`config.mk`:
```
export PLATFORM = sky130hd
export DESIGN_NAME = keyboard_rollover_key_table_flat
export DESIGN_NICKNAME = d
export VERILOG_FILES = /design/src/rtl/krkt_pkg.sv /design/src/rtl/krkt_if.sv /design/src/rtl/krkt_key_update.sv /design/src/rtl/krkt_report.sv /design/src/rtl/keyboard_rollover_key_table.sv /design/src/flat_wrapper.sv
export SDC_FILE = /design/constraint.sdc
export NUM_CORES = 1
export LEC_CHECK = 0
export BUFFER_PORTS_ARGS = -buffer_cell sky130_fd_sc_hd__buf_2
export CAP_MARGIN = 5
export CORE_MARGIN = 2
export CORE_UTILIZATION = 51
export DETAILED_ROUTE_END_ITERATION = 8
export PLACE_DENSITY_LB_ADDON = 0.15
export SETUP_SLACK_MARGIN = 0.4
export SLEW_MARGIN = 20
export SYNTH_ARGS = -nofsm -noshare
export SYNTH_HDL_FRONTEND = slang
export SYNTH_SLANG_ARGS = --single-unit
export TNS_END_PERCENT = 20
```
`constraint.sdc`:
```
create_clock -name i_clk -period 3.4 [get_ports i_clk]
set_input_delay 0.17 -clock i_clk [delete_from_list [all_inputs] [get_ports i_clk]]
set_output_delay 0.17 -clock i_clk [all_outputs]
set_load 0.03 [all_outputs]
```
`src/rtl/krkt_pkg.sv`:
```
// Package with the types and constants of the six-key rollover key table.
`default_nettype none
package krkt_pkg;

    // Number of held-key slots in the table.
    localparam int KEY_SLOTS    = 6;
    // Number of slot fields in one report.
    localparam int REPORT_SLOTS = 6;
    // Slots that actually reach the report.
    localparam int REPORT_FILL  = (KEY_SLOTS < REPORT_SLOTS) ? KEY_SLOTS : REPORT_SLOTS;

    localparam logic [7:0]  MOD_PREFIX      = 8'hFF;
    localparam logic [7:0]  KEY_NONE        = 8'h00;
    localparam logic [31:0] FUNC_CODE_RESET = 32'd64;

    localparam logic        CMD_KEY_EVENT   = 1'b0;
    localparam logic        CMD_READ        = 1'b1;

    localparam logic        STATUS_OK       = 1'b0;
    localparam logic        STATUS_UNSUP    = 1'b1;

    localparam logic [1:0]  LEN_REPORT      = 2'd2;
    localparam logic [1:0]  LEN_NONE        = 2'd0;

    typedef logic [KEY_SLOTS-1:0][7:0] t_slots;

    typedef struct packed {
        logic [7:0] modifiers;
        t_slots     slots;
    } t_kbd_state;

    typedef struct packed {
        logic        command;
        logic [15:0] key_code;
        logic        is_down;
        logic [31:0] function_code;
    } t_in_word;

    typedef struct packed {
        logic       status;
        logic [1:0] length_words;
        logic [7:0] modifiers;
        logic [7:0] reserved_byte;
        logic [7:0] slot0_key;
        logic [7:0] slot1_key;
        logic [7:0] slot2_key;
        logic [7:0] slot3_key;
        logic [7:0] slot4_key;
        logic [7:0] slot5_key;
    } t_out_word;

endpackage
`default_nettype wire

```
`src/rtl/krkt_if.sv`:
```
// Valid/ready channel interfaces for key table input and report words.
`default_nettype none
interface krkt_in_if;
    logic               valid;
    logic               ready;
    krkt_pkg::t_in_word data;

    modport source (output valid, output data, input ready);
    modport sink   (input valid, input data, output ready);
endinterface

interface krkt_out_if;
    logic                valid;
    logic                ready;
    krkt_pkg::t_out_word data;

    modport source (output valid, output data, input ready);
    modport sink   (input valid, input data, output ready);
endinterface
`default_nettype wire

```
`src/rtl/krkt_key_update.sv`:
```
// Next-state logic of the modifier byte and the held-key slots for one key event.
`default_nettype none
module krkt_key_update (
    input  wire krkt_pkg::t_kbd_state i_state,
    input  wire logic [15:0]          i_key_code,
    input  wire logic                 i_is_down,
    output krkt_pkg::t_kbd_state      o_state
);

    logic [7:0]                     key_lo;
    logic                           is_mod;
    logic [krkt_pkg::KEY_SLOTS-1:0] hit;
    logic [krkt_pkg::KEY_SLOTS-1:0] empty;
    logic [krkt_pkg::KEY_SLOTS-1:0] at_or_after_hit;
    logic [krkt_pkg::KEY_SLOTS-1:0] first_empty;
    logic                           seen_hit;
    logic                           seen_empty;
    krkt_pkg::t_slots               pressed;
    krkt_pkg::t_slots               released;

    assign key_lo = i_key_code[7:0];
    assign is_mod = (i_key_code[15:8] == krkt_pkg::MOD_PREFIX);

    always_comb begin
        seen_hit   = 1'b0;
        seen_empty = 1'b0;
        for (int s = 0; s < krkt_pkg::KEY_SLOTS; s++) begin
            hit[s]             = (i_state.slots[s] == key_lo);
            empty[s]           = (i_state.slots[s] == krkt_pkg::KEY_NONE);
            seen_hit           = seen_hit | hit[s];
            at_or_after_hit[s] = seen_hit;
            first_empty[s]     = empty[s] & ~seen_empty;
            seen_empty         = seen_empty | empty[s];
        end
    end

    // Held keys sit compacted at the low slots, so a held key always lies
    // before the first empty slot and a press only needs the hit summary.
    always_comb begin
        for (int s = 0; s < krkt_pkg::KEY_SLOTS; s++) begin
            if (!seen_hit && first_empty[s]) begin
                pressed[s] = key_lo;
            end else begin
                pressed[s] = i_state.slots[s];
            end
        end
        for (int s = 0; s < krkt_pkg::KEY_SLOTS - 1; s++) begin
            released[s] = at_or_after_hit[s] ? i_state.slots[s+1] : i_state.slots[s];
        end
        released[krkt_pkg::KEY_SLOTS-1] = at_or_after_hit[krkt_pkg::KEY_SLOTS-1]
                                        ? krkt_pkg::KEY_NONE
                                        : i_state.slots[krkt_pkg::KEY_SLOTS-1];
    end

    always_comb begin
        o_state = i_state;
        if (key_lo != krkt_pkg::KEY_NONE) begin
            if (is_mod) begin
                if (i_is_down) begin
                    o_state.modifiers = i_state.modifiers | key_lo;
                end else begin
                    o_state.modifiers = i_state.modifiers & ~key_lo;
                end
            end else if (i_is_down) begin
                o_state.slots = pressed;
            end else begin
                o_state.slots = released;
            end
        end
    end

endmodule
`default_nettype wire

```
`src/rtl/krkt_report.sv`:
```
// Formats the report word, or the unsupported-function status, for a read request.
`default_nettype none
module krkt_report (
    input  wire krkt_pkg::t_kbd_state i_state,
    input  wire logic [31:0]          i_function_code,
    input  wire logic [31:0]          i_cfg_function_code,
    output krkt_pkg::t_out_word       o_word
);

    logic [krkt_pkg::REPORT_SLOTS-1:0][7:0] rep;

    always_comb begin
        for (int j = 0; j < krkt_pkg::REPORT_SLOTS; j++) begin
            rep[j] = krkt_pkg::KEY_NONE;
        end
        for (int j = 0; j < krkt_pkg::REPORT_FILL; j++) begin
            rep[j] = i_state.slots[j];
        end
    end

    always_comb begin
        o_word = '0;
        if (i_function_code != i_cfg_function_code) begin
            o_word.status = krkt_pkg::STATUS_UNSUP;
        end else begin
            o_word.status        = krkt_pkg::STATUS_OK;
            o_word.length_words  = krkt_pkg::LEN_REPORT;
            o_word.modifiers     = i_state.modifiers;
            o_word.reserved_byte = 8'h00;
            o_word.slot0_key     = rep[0];
            o_word.slot1_key     = rep[1];
            o_word.slot2_key     = rep[2];
            o_word.slot3_key     = rep[3];
            o_word.slot4_key     = rep[4];
            o_word.slot5_key     = rep[5];
        end
    end

endmodule
`default_nettype wire

```
`src/rtl/keyboard_rollover_key_table.sv`:
```
// Top level of the six-key rollover key table: input register, state, report register.
// A read request's report word goes from the input register to the report register;
// a key event updates the table from the input register and gives no word.
// Throughput: one input word per cycle, set by the combinational slot update between the
// input register and the state and report registers; a stalled report word holds a read
// in the input register, which then stalls the input until the report word leaves.
// Reset (synchronous, active low) empties all slots, clears the modifier byte and sets the
// function code register to 64; no clearing pass is needed.
`default_nettype none
module keyboard_rollover_key_table (
    input  wire logic        i_clk,
    input  wire logic        i_rst_n,
    input  wire logic        i_cfg_we,
    input  wire logic [31:0] i_cfg_wdata,
    krkt_in_if.sink          i_in,
    krkt_out_if.source       o_out
);

    logic                 r_in_valid;
    krkt_pkg::t_in_word   r_in;
    logic                 r_out_valid;
    krkt_pkg::t_out_word  r_out;
    krkt_pkg::t_kbd_state r_state;
    logic [31:0]          r_func_code;

    krkt_pkg::t_kbd_state n_state;
    krkt_pkg::t_out_word  n_out;
    logic                 out_free;
    logic                 advance;

    krkt_key_update u_update (
        .i_state    (r_state),
        .i_key_code (r_in.key_code),
        .i_is_down  (r_in.is_down),
        .o_state    (n_state)
    );

    krkt_report u_report (
        .i_state             (r_state),
        .i_function_code     (r_in.function_code),
        .i_cfg_function_code (r_func_code),
        .o_word              (n_out)
    );

    // Key events never wait on the report register; reads do.
    assign out_free = !r_out_valid || o_out.ready;
    assign advance  = r_in_valid && ((r_in.command == krkt_pkg::CMD_KEY_EVENT) || out_free);

    assign i_in.ready  = !r_in_valid || advance;
    assign o_out.valid = r_out_valid;
    assign o_out.data  = r_out;

    always_ff @(posedge i_clk) begin
        if (!i_rst_n) begin
            r_in_valid  <= 1'b0;
            r_out_valid <= 1'b0;
            r_state     <= '0;
            r_func_code <= krkt_pkg::FUNC_CODE_RESET;
        end else begin
            if (i_cfg_we) begin
                r_func_code <= i_cfg_wdata;
            end
            if (i_in.valid && i_in.ready) begin
                r_in_valid <= 1'b1;
            end else if (advance) begin
                r_in_valid <= 1'b0;
            end
            if (advance && (r_in.command == krkt_pkg::CMD_KEY_EVENT)) begin
                r_state <= n_state;
            end
            if (advance && (r_in.command == krkt_pkg::CMD_READ)) begin
                r_out_valid <= 1'b1;
            end else if (o_out.ready) begin
                r_out_valid <= 1'b0;
            end
        end
    end

    always_ff @(posedge i_clk) begin
        if (i_in.valid && i_in.ready) begin
            r_in <= i_in.data;
        end
        if (advance && (r_in.command == krkt_pkg::CMD_READ)) begin
            r_out <= n_out;
        end
    end

endmodule
`default_nettype wire
```
`src/flat_wrapper.sv`:
```
// flat-port wrapper written by rule: the top's interface ports become plain ports
module keyboard_rollover_key_table_flat 
  (i_clk, i_rst_n, i_cfg_we, i_cfg_wdata, i_in_valid, i_in_data, i_in_ready, o_out_valid, o_out_data, o_out_ready);
  krkt_in_if i_in_i ();
  krkt_out_if o_out_i ();
  input  wire logic i_clk;
  input  wire logic i_rst_n;
  input  wire logic i_cfg_we;
  input  wire logic [31:0] i_cfg_wdata;
  input wire logic [$bits(i_in_i.valid)-1:0] i_in_valid;
  input wire logic [$bits(i_in_i.data)-1:0] i_in_data;
  output wire logic [$bits(i_in_i.ready)-1:0] i_in_ready;
  output wire logic [$bits(o_out_i.valid)-1:0] o_out_valid;
  output wire logic [$bits(o_out_i.data)-1:0] o_out_data;
  input wire logic [$bits(o_out_i.ready)-1:0] o_out_ready;
  assign i_in_i.valid = i_in_valid;
  assign i_in_i.data = i_in_data;
  assign i_in_ready = i_in_i.ready;
  assign o_out_valid = o_out_i.valid;
  assign o_out_data = o_out_i.data;
  assign o_out_i.ready = o_out_ready;
  keyboard_rollover_key_table u_core (.i_clk(i_clk), .i_rst_n(i_rst_n), .i_cfg_we(i_cfg_we), .i_cfg_wdata(i_cfg_wdata), .i_in(i_in_i), .o_out(o_out_i));
endmodule
```
==> flow_summary_export.csv, run 1 <==
group,metric,value,unit
cells_and_area,finish.net_count,1037,
clocking,cts.path.max_buffers,2,
logic_synthesis,synth_top_area_share,37.0,%
detailed_routing,post_drt_wl_per_cell,18.1,um
pwr,power.net_switching,1180,uW
detailed_routing,first_pass_iters,5,
detailed_routing,postRouteWirelength,21400,um
clocking,clkTransAtPathRegs,70,ps
timing,fin_skew,11.1,ps
critical_path,worst_setup_path_start_kind,"register",
logic_synthesis,synth_area_leader_cell,"sky130_fd_sc_hd__edfxtp_1",
pwr,p_sw_share,22.5,%
flow_run,maxCapViolCount,0,
clocking,cts_post_setup_buffers_inserted,0,
floorplan,io_pins,156,
clocking,h-tree-depth,4,
logic_synthesis,yosys.cell_count.top_type,"sky130_fd_sc_hd__edfxtp_1",
timing,finalCriticalPeriod,2810,ps
timing,fin_crit_sh,82.7,%
timing,final.hold.worst_slack,20.7,ps
pwr,power_per_cell_area,477,nW/um^2
cells_and_area,finalInstanceArea,11000,sq um
logic_synthesis,synth.ff_latch_count,198,
pwr,internal_pwr_total,4060,uW
clocking,cts_made_buffers,17,
placed_design,io_buffers,146,
placed_design,gp_routability_congestion,0.915,
critical_path,timing.critical_path.fanout_max,14,
detailed_routing,num_vias,6369,
detailed_routing,detail-route-antenna-nets,0,
logic_synthesis,synthCells,742,
pwr,leakagePower,0.00439,uW
detailed_routing,avgViaCountPerCell,5.38,
logic_synthesis,synth.top_cells.by_area,"sky130_fd_sc_hd__edfxtp_1, sky130_fd_sc_hd__dfxtp_1, sky130_fd_sc_hd__xor2_1",
logic_synthesis,synth_edf_count,108,
cells_and_area,n_antenna_cell,0,
clocking,cts_num_sinks,198,
cells_and_area,final_layout_size_suffix_gt1_share,23.8,%
timing,slew_headroom,34.6,%
cells_and_area,area_growth_syn_to_layout,25.4,%
global_route,grt_antenna_before_repair,0,
logic_synthesis,yosys_most_used_dff,"sky130_fd_sc_hd__edfxtp_1",
placed_design,hpwlAfterDp,13900,um
logic_synthesis,synthesis.area_per_instance,11.8,sq um
pwr,pwr-share-seq,50.8,%
detailed_routing,initialDrtViolationCount,336,
timing,finalHoldViolations,0,
global_route,grt_usage,24.4,%
floorplan,core-area,16700,sq um
pwr,vdd.ir_drop.worst,0.357,mV
critical_path,signal_arrival_time_at_the_worst_endpoint,3180,ps
timing,grt_setup_unrepaired,"yes",
logic_synthesis,synth_cell_types,48,
floorplan,initial_core_util,52.4,%
placed_design,placement.cell_area,9530,sq um
global_route,first_pass_grt_wire_length,34100,um
global_route,maximum_number_of_pins_on_one_net_before_global_route_repair,59,
pwr,report.power.total,5240,uW
floorplan,die_height,135,um
floorplan,die_area,18200,sq um
floorplan,die_width,135,um
logic_synthesis,netlist_area,8760,sq um
critical_path,worst_ep_required_time,3760,ps
timing,fmax,0.356,GHz
clocking,clock_insertion_delay_worst_skew,440,ps
floorplan,placement_rows,47,
critical_path,cp-end-kind,"register",
logic_synthesis,postSynth.asyncResetShare,0,%
detailed_routing,drc,0,
global_route,number_of_global_route_vias_before_repair,6535,
min_path,hp-class,"in2reg",
pwr,power.share.clock,41.0,%
cells_and_area,nFillCells,1278,
outcome,outcome,"completed",
global_route,globalRouteOverflowTotal,0,
logic_synthesis,synth_commonest_cells,"sky130_fd_sc_hd__edfxtp_1, sky130_fd_sc_hd__dfxtp_1, sky130_fd_sc_hd__xor2_1",
timing,setup-violations-final,0,
logic_synthesis,ys.warnings.count,0,
cells_and_area,final_core_util,65.8,%
timing,tightestPinTransition,980,ps
pwr,logic_pwr_share,8.2,%
critical_path,timing.setup.critical_path_class,"reg2reg",
timing,drv_slew,0,
logic_synthesis,synth.yosys.seq_area_share,57.6,%
clocking,cts.root.buffer_cell,"sky130_fd_sc_hd__clkbuf_16",
clocking,cts_tree,"yes",
critical path, cell delays in order, from the launching register on:
cell,delay [ps]
sky130_fd_sc_hd__edfxtp_1,640
sky130_fd_sc_hd__xor2_1,260
sky130_fd_sc_hd__nor4_2,460
sky130_fd_sc_hd__a22oi_4,180
sky130_fd_sc_hd__a41oi_4,500
sky130_fd_sc_hd__a211o_1,460
sky130_fd_sc_hd__mux2i_1,250
metrics by stage:
stage	setup slack [ps]	TNS (ps)	std cells
after floorplan	-111	-6420	750
after global placement	635	0	1070
after detailed placement	508	0	1070
after CTS	496	0	1183
after global routing	386	0	1183
final	588	0	1183
what timing repair did:
| item | 4_1_cts | 5_1_grt |
|---|---|---|
| endpoints found under the hold margin | 81 | 0 |
| setup endpoints to repair | 0 | 18 |
| hold buffers | 81 | 0 |
| resized for setup | 0 | 1 |
state kept, by name, summed over array words and instances (netlist names), named ones only:
register and cells:
u_core.r_state 48, u_core.o_out.data 58, u_core.r_in 50, u_core.r_func_code 32
u_core.o_out.valid 1, u_core.r_in_valid 1
final timing paths:
| kind | start | cells after the start | slack (ps) | endpoint |
|---|---|---|---|---|
| hold / removal | i_cfg_wdata[31] | 3 | 20 | u_core.r_func_code[31] |
| setup / recovery | u_core.r_in[36] | 6 | 590 | u_core.r_state[34] |
| setup reg to reg | u_core.r_in[36] | 6 | 590 | u_core.r_state[34] |
| hold reg to reg | register | 2 | 460 | register |
cell families (layout without fill, tap and decap cells):
logic type	after synthesis	in the layout	synth area share, %
compound gates	106	106	10.1
xor+xnor	80	80	8.17
buf+inv	81	294	5.19
flops	198	198	57.6
mux	48	48	5.49
other cells	1	9	0.0428
simple gates	228	228	13.4
cell usage in the layout, fill, tap and decap left out, types with 3 or more instances in the layout:
| master | n |
|---|---|
| sky130_fd_sc_hd__inv_1 | 26 |
| sky130_fd_sc_hd__and2_1 | 33 |
| sky130_fd_sc_hd__edfxtp_1 | 108 |
| sky130_fd_sc_hd__clkbuf_16 | 18 |
| sky130_fd_sc_hd__buf_4 | 6 |
| sky130_fd_sc_hd__xnor2_1 | 8 |
| sky130_fd_sc_hd__o21a_1 | 9 |
| sky130_fd_sc_hd__o221a_2 | 7 |
| sky130_fd_sc_hd__a21oi_2 | 8 |
| sky130_fd_sc_hd__or4_1 | 10 |
| sky130_fd_sc_hd__mux2i_1 | 48 |
| sky130_fd_sc_hd__nor4_2 | 7 |
| sky130_fd_sc_hd__nor3_1 | 11 |
| sky130_fd_sc_hd__nor2_1 | 63 |
| sky130_fd_sc_hd__o22a_2 | 9 |
| sky130_fd_sc_hd__o221a_1 | 9 |
| sky130_fd_sc_hd__dfxtp_1 | 90 |
| sky130_fd_sc_hd__nor4_1 | 14 |
| sky130_fd_sc_hd__o41ai_1 | 8 |
| sky130_fd_sc_hd__o22a_1 | 7 |
| sky130_fd_sc_hd__bufinv_16 | 3 |
| sky130_fd_sc_hd__nand3_1 | 11 |
| sky130_fd_sc_hd__nand2_1 | 62 |
| sky130_fd_sc_hd__dlygate4sd3_1 | 81 |
| sky130_fd_sc_hd__nand4_1 | 6 |
| sky130_fd_sc_hd__xor2_1 | 70 |
| sky130_fd_sc_hd__o21ai_0 | 24 |
| sky130_fd_sc_hd__conb_1 | 9 |
| sky130_fd_sc_hd__buf_2 | 146 |
| sky130_fd_sc_hd__a21oi_1 | 12 |
| sky130_fd_sc_hd__clkbuf_8 | 3 |
power by group through the flow:
stage / registers [uW] / logic [uW] / clock network, uW
floorplan: 2730 / 228 / 0
global placement: 2710 / 340 / 0
detailed placement: 2710 / 349 / 0
CTS: 2660 / 421 / 2170
global route: 2670 / 467 / 2280
finish: 2660 / 431 / 2150
per-layer routing:
metal  vias up  global-route usage, %  share of wire, %
li1       3019                      -                 -
met1      3055                   29.5                40
met2       247                   42.3                51
met3        48                   6.01               6.4
met4         0                   9.09               2.6
met5         -                      0                 0
cell type report:
cell class                 instances  area, sq um  share of cell area (%)
sequential                       198         5040                    45.9
multi-input combinational        471         3310                    30.2
timing repair buffer             234         1610                    14.6
clock buffer                      23          499                    4.55
tap                              220          275                    2.51
clock inverter                     9          138                    1.25
inverter                          28          105                   0.957
Power figures use the tool's default switching activity.
==> run 2, diff against run 1 <==
--- a/config.mk
+++ b/config.mk
@@ -5,6 +5,7 @@
 export SDC_FILE = /design/constraint.sdc
 export NUM_CORES = 1
 export LEC_CHECK = 0
+export ABC_AREA = 1
 export BUFFER_PORTS_ARGS = -buffer_cell sky130_fd_sc_hd__buf_2
 export CAP_MARGIN = 5
 export CORE_MARGIN = 2
==> constraint.sdc (replaced) <==
create_clock -name i_clk -period 2.45 [get_ports i_clk]
set_input_delay 0.1225 -clock i_clk [delete_from_list [all_inputs] [get_ports i_clk]]
set_output_delay 0.1225 -clock i_clk [all_outputs]
set_load 0.03 [all_outputs]
==> run 2 against run 1 <==
  * Via count up 20%
  * Synthesized area rose by 1.9%
  * Setup slack got worse by 250 ps
  * Combinational power up 91%
  * Hold slack gained 12 ps
  * Die area rose by 1.9%
  * Clock power up 26%
  * Global-route usage grew 1.3 points
  * Utilization rose by 2.3 points
  * Critical path depth grew 7
  * Critical endpoint is now u_core.r_state[12]
  * Largest cell class unchanged
==> flow_summary_export.csv, run 2 <==
group,metric,value,unit
placed_design,placed_cells,1364,
clocking,cts_num_sinks,198,
logic_synthesis,postSynth.asyncResetShare,0,%
timing,tightestPinTransition,616,ps
detailed_routing,post_drt_wl_per_cell,15.6,um
cells_and_area,final_layout_size_suffix_gt1_share,23.9,%
pwr,power_per_cell_area,620,nW/um^2
placed_design,io_buffers,146,
logic_synthesis,synth_cell_types,38,
cells_and_area,final_core_util,68.1,%
detailed_routing,drc,0,
logic_synthesis,yosys.cell_count.top_type,"sky130_fd_sc_hd__nor2_1",
clocking,cts_tree,"yes",
logic_synthesis,synth.yosys.seq_area_share,56.5,%
timing,fin_crit_sh,86.1,%
cells_and_area,most_frequent_cells_in_the_layout,"sky130_fd_sc_hd__nor2_1, sky130_fd_sc_hd__buf_2, sky130_fd_sc_hd__nand2_1, sky130_fd_sc_hd__edfxtp_1, sky130_fd_sc_hd__inv_1",
flow_run,maxCapViolCount,0,
floorplan,io_pins,156,
cells_and_area,number_of_flip_flops_under_the_largest_register_name,58,
timing,finalCriticalPeriod,2110,ps
timing,drv_slew,0,
logic_synthesis,synth.top_cells.by_area,"sky130_fd_sc_hd__edfxtp_1, sky130_fd_sc_hd__dfxtp_1, sky130_fd_sc_hd__nor2_1",
logic_synthesis,synth_top_area_share,36.3,%
critical_path,worst_setup_path_start_kind,"register",
floorplan,initial_core_util,52.0,%
logic_synthesis,synth_commonest_cells,"sky130_fd_sc_hd__nor2_1, sky130_fd_sc_hd__nand2_1, sky130_fd_sc_hd__edfxtp_1",
timing,grt_setup_unrepaired,"yes",
min_path,holdPathEnd,"u_core.r_func_code[19]",
timing,fin_skew,9.95,ps
critical_path,worst-r2r-setup-slack,340,ps
global_route,first_pass_grt_wire_length,36500,um
global_route,number_of_global_route_vias_before_repair,7231,
global_route,grt_usage,25.7,%
cells_and_area,n_antenna_cell,0,
logic_synthesis,synth_area_leader_cell,"sky130_fd_sc_hd__edfxtp_1",
clocking,clock_insertion_delay_worst_skew,440,ps
detailed_routing,detail-route-antenna-nets,0,
critical_path,critical_path.reg2reg.endpoint,"u_core.r_state[12]",
clocking,h-tree-depth,4,
critical_path,path_buf_inv,5,
logic_synthesis,ys.warnings.count,0,
floorplan,placement_rows,48,
global_route,grt_antenna_before_repair,0,
critical_path,timing.critical_path.fanout_max,9,
critical_path,r2r_depth,13,
floorplan,die_area,18600,sq um
cells_and_area,nFillCells,1407,
outcome,outcome,"completed",
timing,fmax,0.474,GHz
logic_synthesis,netlist_area,8930,sq um
critical_path,critical-path-max-stage-delay,390,ps
min_path,worstHoldPathCells,3,
logic_synthesis,synth.ff_latch_count,198,
global_route,globalRouteOverflowTotal,0,
cells_and_area,mostFrequentLayoutCell,"sky130_fd_sc_hd__nor2_1",
min_path,hp-class,"in2reg",
floorplan,die_height,136,um
pwr,vdd.ir_drop.worst,0.522,mV
min_path,min_delay_startpoint,"i_cfg_wdata[19]",
clocking,cts.root.buffer_cell,"sky130_fd_sc_hd__clkbuf_16",
critical_path,timing.setup.critical_path_class,"reg2reg",
detailed_routing,initialDrtViolationCount,650,
cells_and_area,finish.net_count,1357,
placed_design,gp_routability_congestion,0.933,
timing,final.hold.worst_slack,32.5,ps
detailed_routing,first_pass_iters,6,
timing,tns,0,ps
logic_synthesis,yosys_most_used_dff,"sky130_fd_sc_hd__edfxtp_1",
critical_path,timing.rr.start,"u_core.r_in[40]",
logic_synthesis,synthCells,1016,
detailed_routing,postRouteWirelength,23500,um
critical_path,critical_path.slowest_cell,"sky130_fd_sc_hd__edfxtp_1",
timing,slew_headroom,58.9,%
clocking,cts.path.max_buffers,2,
logic_synthesis,synth_edf_count,108,
cells_and_area,area_growth_syn_to_layout,31.0,%
placed_design,hpwlAfterDp,14800,um
clocking,cts_made_buffers,17,
logic_synthesis,synthesis.area_per_instance,8.79,sq um
critical_path,cpLargestDelayFamily,"buffers and inverters",
pwr,leakagePower,0.00487,uW
detailed_routing,num_vias,7653,
cells_and_area,post_layout_nonfiller_instances,1508,
timing,finalHoldViolations,0,
clocking,clkTransAtPathRegs,70,ps
critical_path,signal_arrival_time_at_the_worst_endpoint,2440,ps
critical_path,sequence_of_cells_on_the_critical_path,"buf_12, inv_2, buf_4, nand4_1, nor2_2, nor3_4, buf_6, o21ai_2, a21oi_4, buf_4, nand3_1, nand2_1, nor2_2",
floorplan,die_width,136,um
critical_path,worst_ep_required_time,2780,ps
floorplan,core-area,17200,sq um
global_route,maximum_number_of_pins_on_one_net_before_global_route_repair,59,
timing,setup-violations-final,0,
detailed_routing,avgViaCountPerCell,5.07,
critical_path,cp-end-kind,"register",
run 2: worst min-delay path, stage by stage:
cell,delay [ps]
sky130_fd_sc_hd__buf_2,90
sky130_fd_sc_hd__o21ai_0,80
sky130_fd_sc_hd__a21oi_1,130
run 2: layout make-up:
cell class	count	area, sq um	share of cell area [%]
Inverter	113	438	3.75
Clock inverter	9	96.3	0.824
Clock buffer	23	468	4.00
Timing Repair Buffer	275	1970	16.9
Sequential cell	198	5040	43.1
Tap cell	225	282	2.41
Multi-Input combinational cell	665	3390	29.0
run 2: cell families (layout without fill, tap and decap cells):
| family | after synthesis | count (layout) | synth area share, % |
|---|---|---|---|
| AND/OR/NAND/NOR | 490 | 491 | 23.6 |
| buffers and inverters | 162 | 420 | 7.97 |
| flip-flops | 198 | 198 | 56.5 |
| XOR/XNOR | 50 | 50 | 4.91 |
| AO/OA/AOI/OAI | 115 | 115 | 6.92 |
| other | 1 | 9 | 0.0420 |
run 2: how the worst max path moves through the flow:
stage,start,to,slack (ps),depth (start not counted)
after floorplan,u_core.o_out.valid,u_core.r_in[0],80,5
after global placement,u_core.r_in[34],u_core.r_state[23],120,13
after detailed placement,u_core.r_in[34],u_core.r_state[44],80,14
after CTS,u_core.r_in[40],u_core.r_state[37],360,13
after global routing,u_core.r_in[33],u_core.r_state[12],230,13
final,u_core.r_in[40],u_core.r_state[12],340,13
run 2: repair_timing:
item                                   4_1_cts  5_1_grt
gates resized for setup                      8       51
cloned                                       1        0
endpoints found under the hold margin       82        0
pin swaps                                    1       23
hold buffers                                82        0
setup endpoints to repair                   48      101
buffers inserted                            16       13
run 2: report_power, final:
group          total (uW)  leakage (uW)  internal (uW)  switching [uW]
Combinational         825       0.00283            351             475
Clock                2710      0.000270           1470            1240
Sequential           3710       0.00177           3620            84.9
run 2: per-stage QoR:
| step | total power, uW | area [sq um] | worst slack, ps |
|---|---|---|---|
| after detailed placement | 4430 | 9860 | 78.1 |
| after global routing | 7500 | 11700 | 226 |
| final | 7250 | 11700 | 340 |
| after CTS | 7220 | 11400 | 361 |
| after floorplan | 4230 | 8970 | 77.2 |
| after global placement | 4430 | 9860 | 115 |
run 2: layer usage:
metal  vias up  GRT usage [%]  wire (um)  part of all wire [%]
li1       3760              -          -                     -
met2       288           43.6      11600                    49
met1      3540           31.2       9580                    41
met4         0           11.2        800                   3.4
met3        65           5.85       1540                   6.5
met5         -          0.556          0                     0
==> run 3, diff against run 2 <==
--- a/config.mk
+++ b/config.mk
@@ -8,8 +8,10 @@
 export ABC_AREA = 1
 export BUFFER_PORTS_ARGS = -buffer_cell sky130_fd_sc_hd__buf_2
 export CAP_MARGIN = 5
+export CORE_ASPECT_RATIO = 2
 export CORE_MARGIN = 2
 export CORE_UTILIZATION = 51
+export CTS_CLUSTER_DIAMETER = 40
 export DETAILED_ROUTE_END_ITERATION = 8
 export PLACE_DENSITY_LB_ADDON = 0.15
 export SETUP_SLACK_MARGIN = 0.4
==> run 3 against run 2 <==
  * Routed wire length rose by 7.7%
  * Design area rose by 1.0%
  * Total power rose by 2.3%
  * First-iteration DRC count fell by 33%
  * Largest cell class unchanged
  * Die area rose by 0.35%
  * Maximum frequency fell by 2.9%
  * Non-clock buffer count rose by 6
  * Final cell count fell by 0.53%
  * Flip-flop and latch count did not move
  * Clock skew rose by 3.6 ps
  * Via count rose by 1.7%
  * Setup slack got worse by 64 ps
==> flow_summary_export.csv, run 3 (synthesis gave the netlist of run 2 again) <==
group,metric,value,unit
global_route,globalRouteOverflowTotal,0,
detailed_routing,drc,0,
detailed_routing,num_vias,7786,
detailed_routing,post_drt_wl_per_cell,16.9,um
cells_and_area,finalInstanceArea,11800,sq um
critical_path,timing.rr.start,"u_core.r_in[37]",
timing,drv_slew,0,
timing,fin_skew,13.5,ps
floorplan,die_width,97.6,um
clocking,cts.root.buffer_cell,"sky130_fd_sc_hd__clkbuf_16",
floorplan,io_pins,156,
global_route,first_pass_grt_wire_length,38900,um
cells_and_area,multi_input_area,3450,sq um
critical_path,timing.setup.critical_path_class,"reg2reg",
critical_path,cp-end-kind,"register",
pwr,leakagePower,0.00493,uW
timing,tightestPinTransition,688,ps
placed_design,gp_routability_congestion,0.979,
cells_and_area,nFillCells,1393,
detailed_routing,avgViaCountPerCell,5.19,
floorplan,die_height,191,um
global_route,grt_usage,27.1,%
critical_path,critical_path.slowest_cell,"sky130_fd_sc_hd__edfxtp_1",
critical_path,critical_path.reg2reg.endpoint,"u_core.r_state[10]",
cells_and_area,area_growth_syn_to_layout,32.3,%
cells_and_area,mostFrequentLayoutCell,"sky130_fd_sc_hd__nor2_1",
placed_design,hpwlAfterDp,16900,um
min_path,min_delay_startpoint,"o_out_ready",
critical_path,sequence_of_cells_on_the_critical_path,"buf_4, nand2_1, nand4_1, nor3_1, nand2_2, nand3_4, nand2_8, buf_8, buf_4, nand3_1, nand2_1, nor2_2",
critical_path,worst_setup_path_start_kind,"register",
critical_path,path_buf_inv,3,
clocking,cts_num_sinks,198,
timing,final.hold.worst_slack,30.0,ps
cells_and_area,final-seq-area,5040,sq um
global_route,maximum_number_of_pins_on_one_net_before_global_route_repair,59,
cells_and_area,final_layout_size_suffix_gt1_share,25.1,%
cells_and_area,most_frequent_cells_in_the_layout,"sky130_fd_sc_hd__nor2_1, sky130_fd_sc_hd__buf_2, sky130_fd_sc_hd__nand2_1, sky130_fd_sc_hd__edfxtp_1, sky130_fd_sc_hd__inv_1",
floorplan,core-area,17200,sq um
placed_design,placement.cell_area,9860,sq um
timing,fin_crit_sh,88.7,%
flow_run,maxCapViolCount,0,
clocking,cts.path.max_buffers,2,
detailed_routing,detail-route-antenna-nets,0,
critical_path,worst-r2r-setup-slack,280,ps
clocking,clock_insertion_delay_worst_skew,430,ps
outcome,outcome,"completed",
timing,grt_setup_unrepaired,"yes",
clocking,cts_made_buffers,17,
timing,tns,0,ps
critical_path,r2r_depth,12,
critical_path,timing.critical_path.fanout_max,7,
min_path,holdPathEnd,"u_core.o_out.valid",
cells_and_area,number_of_flip_flops_under_the_largest_register_name,58,
critical_path,worst_ep_required_time,2830,ps
critical_path,cpLargestDelayFamily,"simple AND/OR/NAND/NOR gates",
global_route,grt_antenna_before_repair,0,
timing,fmax,0.460,GHz
placed_design,place_ws,214,ps
clocking,cts_tree,"yes",
placed_design,io_buffers,146,
floorplan,die_area,18600,sq um
cells_and_area,finish.net_count,1364,
timing,finalHoldViolations,0,
global_route,number_of_global_route_vias_before_repair,7840,
critical_path,cp-startpoint,"u_core.r_in[37]",
pwr,power_per_cell_area,627,nW/um^2
floorplan,placement_rows,68,
pwr,vdd.ir_drop.worst,0.508,mV
critical_path,signal_arrival_time_at_the_worst_endpoint,2550,ps
timing,finalCriticalPeriod,2170,ps
pwr,report.power.total,7410,uW
detailed_routing,first_pass_iters,5,
clocking,clkTransAtPathRegs,70,ps
min_path,worstHoldPathCells,4,
detailed_routing,initialDrtViolationCount,436,
clocking,h-tree-depth,4,
timing,slew_headroom,54.2,%
floorplan,initial_core_util,51.9,%
critical_path,critical-path-max-stage-delay,540,ps
detailed_routing,postRouteWirelength,25300,um
timing,setup_slack,276,ps
timing,setup-violations-final,0,
cells_and_area,n_antenna_cell,0,
min_path,hp-class,"in2reg",
==> run 3: changes by cell type in the layout (fill, tap and decap cells not counted), moves of 3 or more <==
cell                      previous run  this run
sky130_fd_sc_hd__a21oi_2             2         5
sky130_fd_sc_hd__buf_4              35        43
sky130_fd_sc_hd__buf_6               9         4
sky130_fd_sc_hd__o21ai_0            66        61
sky130_fd_sc_hd__o21ai_1             1         5
==> run 3: worst max-delay path by stage <==
stage / end / slack, ps / cells past startpoint
finish: u_core.r_state[10] / 280 / 12
global route: u_core.r_state[26] / 200 / 12
CTS: u_core.r_state[12] / 330 / 10
detailed placement: u_core.r_state[21] / 210 / 13
global placement: u_core.r_state[39] / 220 / 11
floorplan: u_core.r_in[0] / 80 / 5
==> run 3: worst reg2reg max path, cell delays in order, from the launching register on <==
cell                       delay, ps
sky130_fd_sc_hd__edfxtp_1        540
sky130_fd_sc_hd__buf_4           220
sky130_fd_sc_hd__nand2_1          70
sky130_fd_sc_hd__nand4_1         130
sky130_fd_sc_hd__nor3_1          240
sky130_fd_sc_hd__nand2_2         150
sky130_fd_sc_hd__nand3_4         160
sky130_fd_sc_hd__nand2_8          90
sky130_fd_sc_hd__buf_8           150
sky130_fd_sc_hd__buf_4           140
sky130_fd_sc_hd__nand3_1          80
sky130_fd_sc_hd__nand2_1          70
sky130_fd_sc_hd__nor2_2           80
==> run 3: power by group <==
group | internal, uW | switching [uW]
logic | 360 | 503
registers | 3620 | 78.8
clock network | 1610 | 1230
total | 5600 | 1810
==> run 3: final cells by class <==
cell class,instances,area share [%]
inverter,113,3.78
clock inverter,12,1.29
timing repair buffer,281,17.1
multi-input combinational,666,29.2
clock buffer,20,3.70
sequential,198,42.7
tap,210,2.22
==> run 3: metrics by stage <==
stage	utilization (%)	std cells
after global placement	57.4	1352
after global routing	68.7	1500
after detailed placement	57.4	1352
after CTS	67.0	1487
after floorplan	-	1024
final	68.7	1500
==> run 3: metal layers <==
metal	GRT usage (%)	share of wire [%]	wire length, um
met5	0	0	0
met4	17.3	6.2	1580
met3	5.08	4.3	1090
met2	52.4	56	14200
met1	25.3	33	8440
==> run 3: timing repair <==
item | 4_1_cts | 5_1_grt
hold buffers | 83 | 0
buffers inserted | 20 | 11
endpoints found under the hold margin | 83 | 0
gates cloned | 0 | 2
resized for setup | 13 | 59
pin swaps | 3 | 30
setup endpoints to repair | 49 | 51
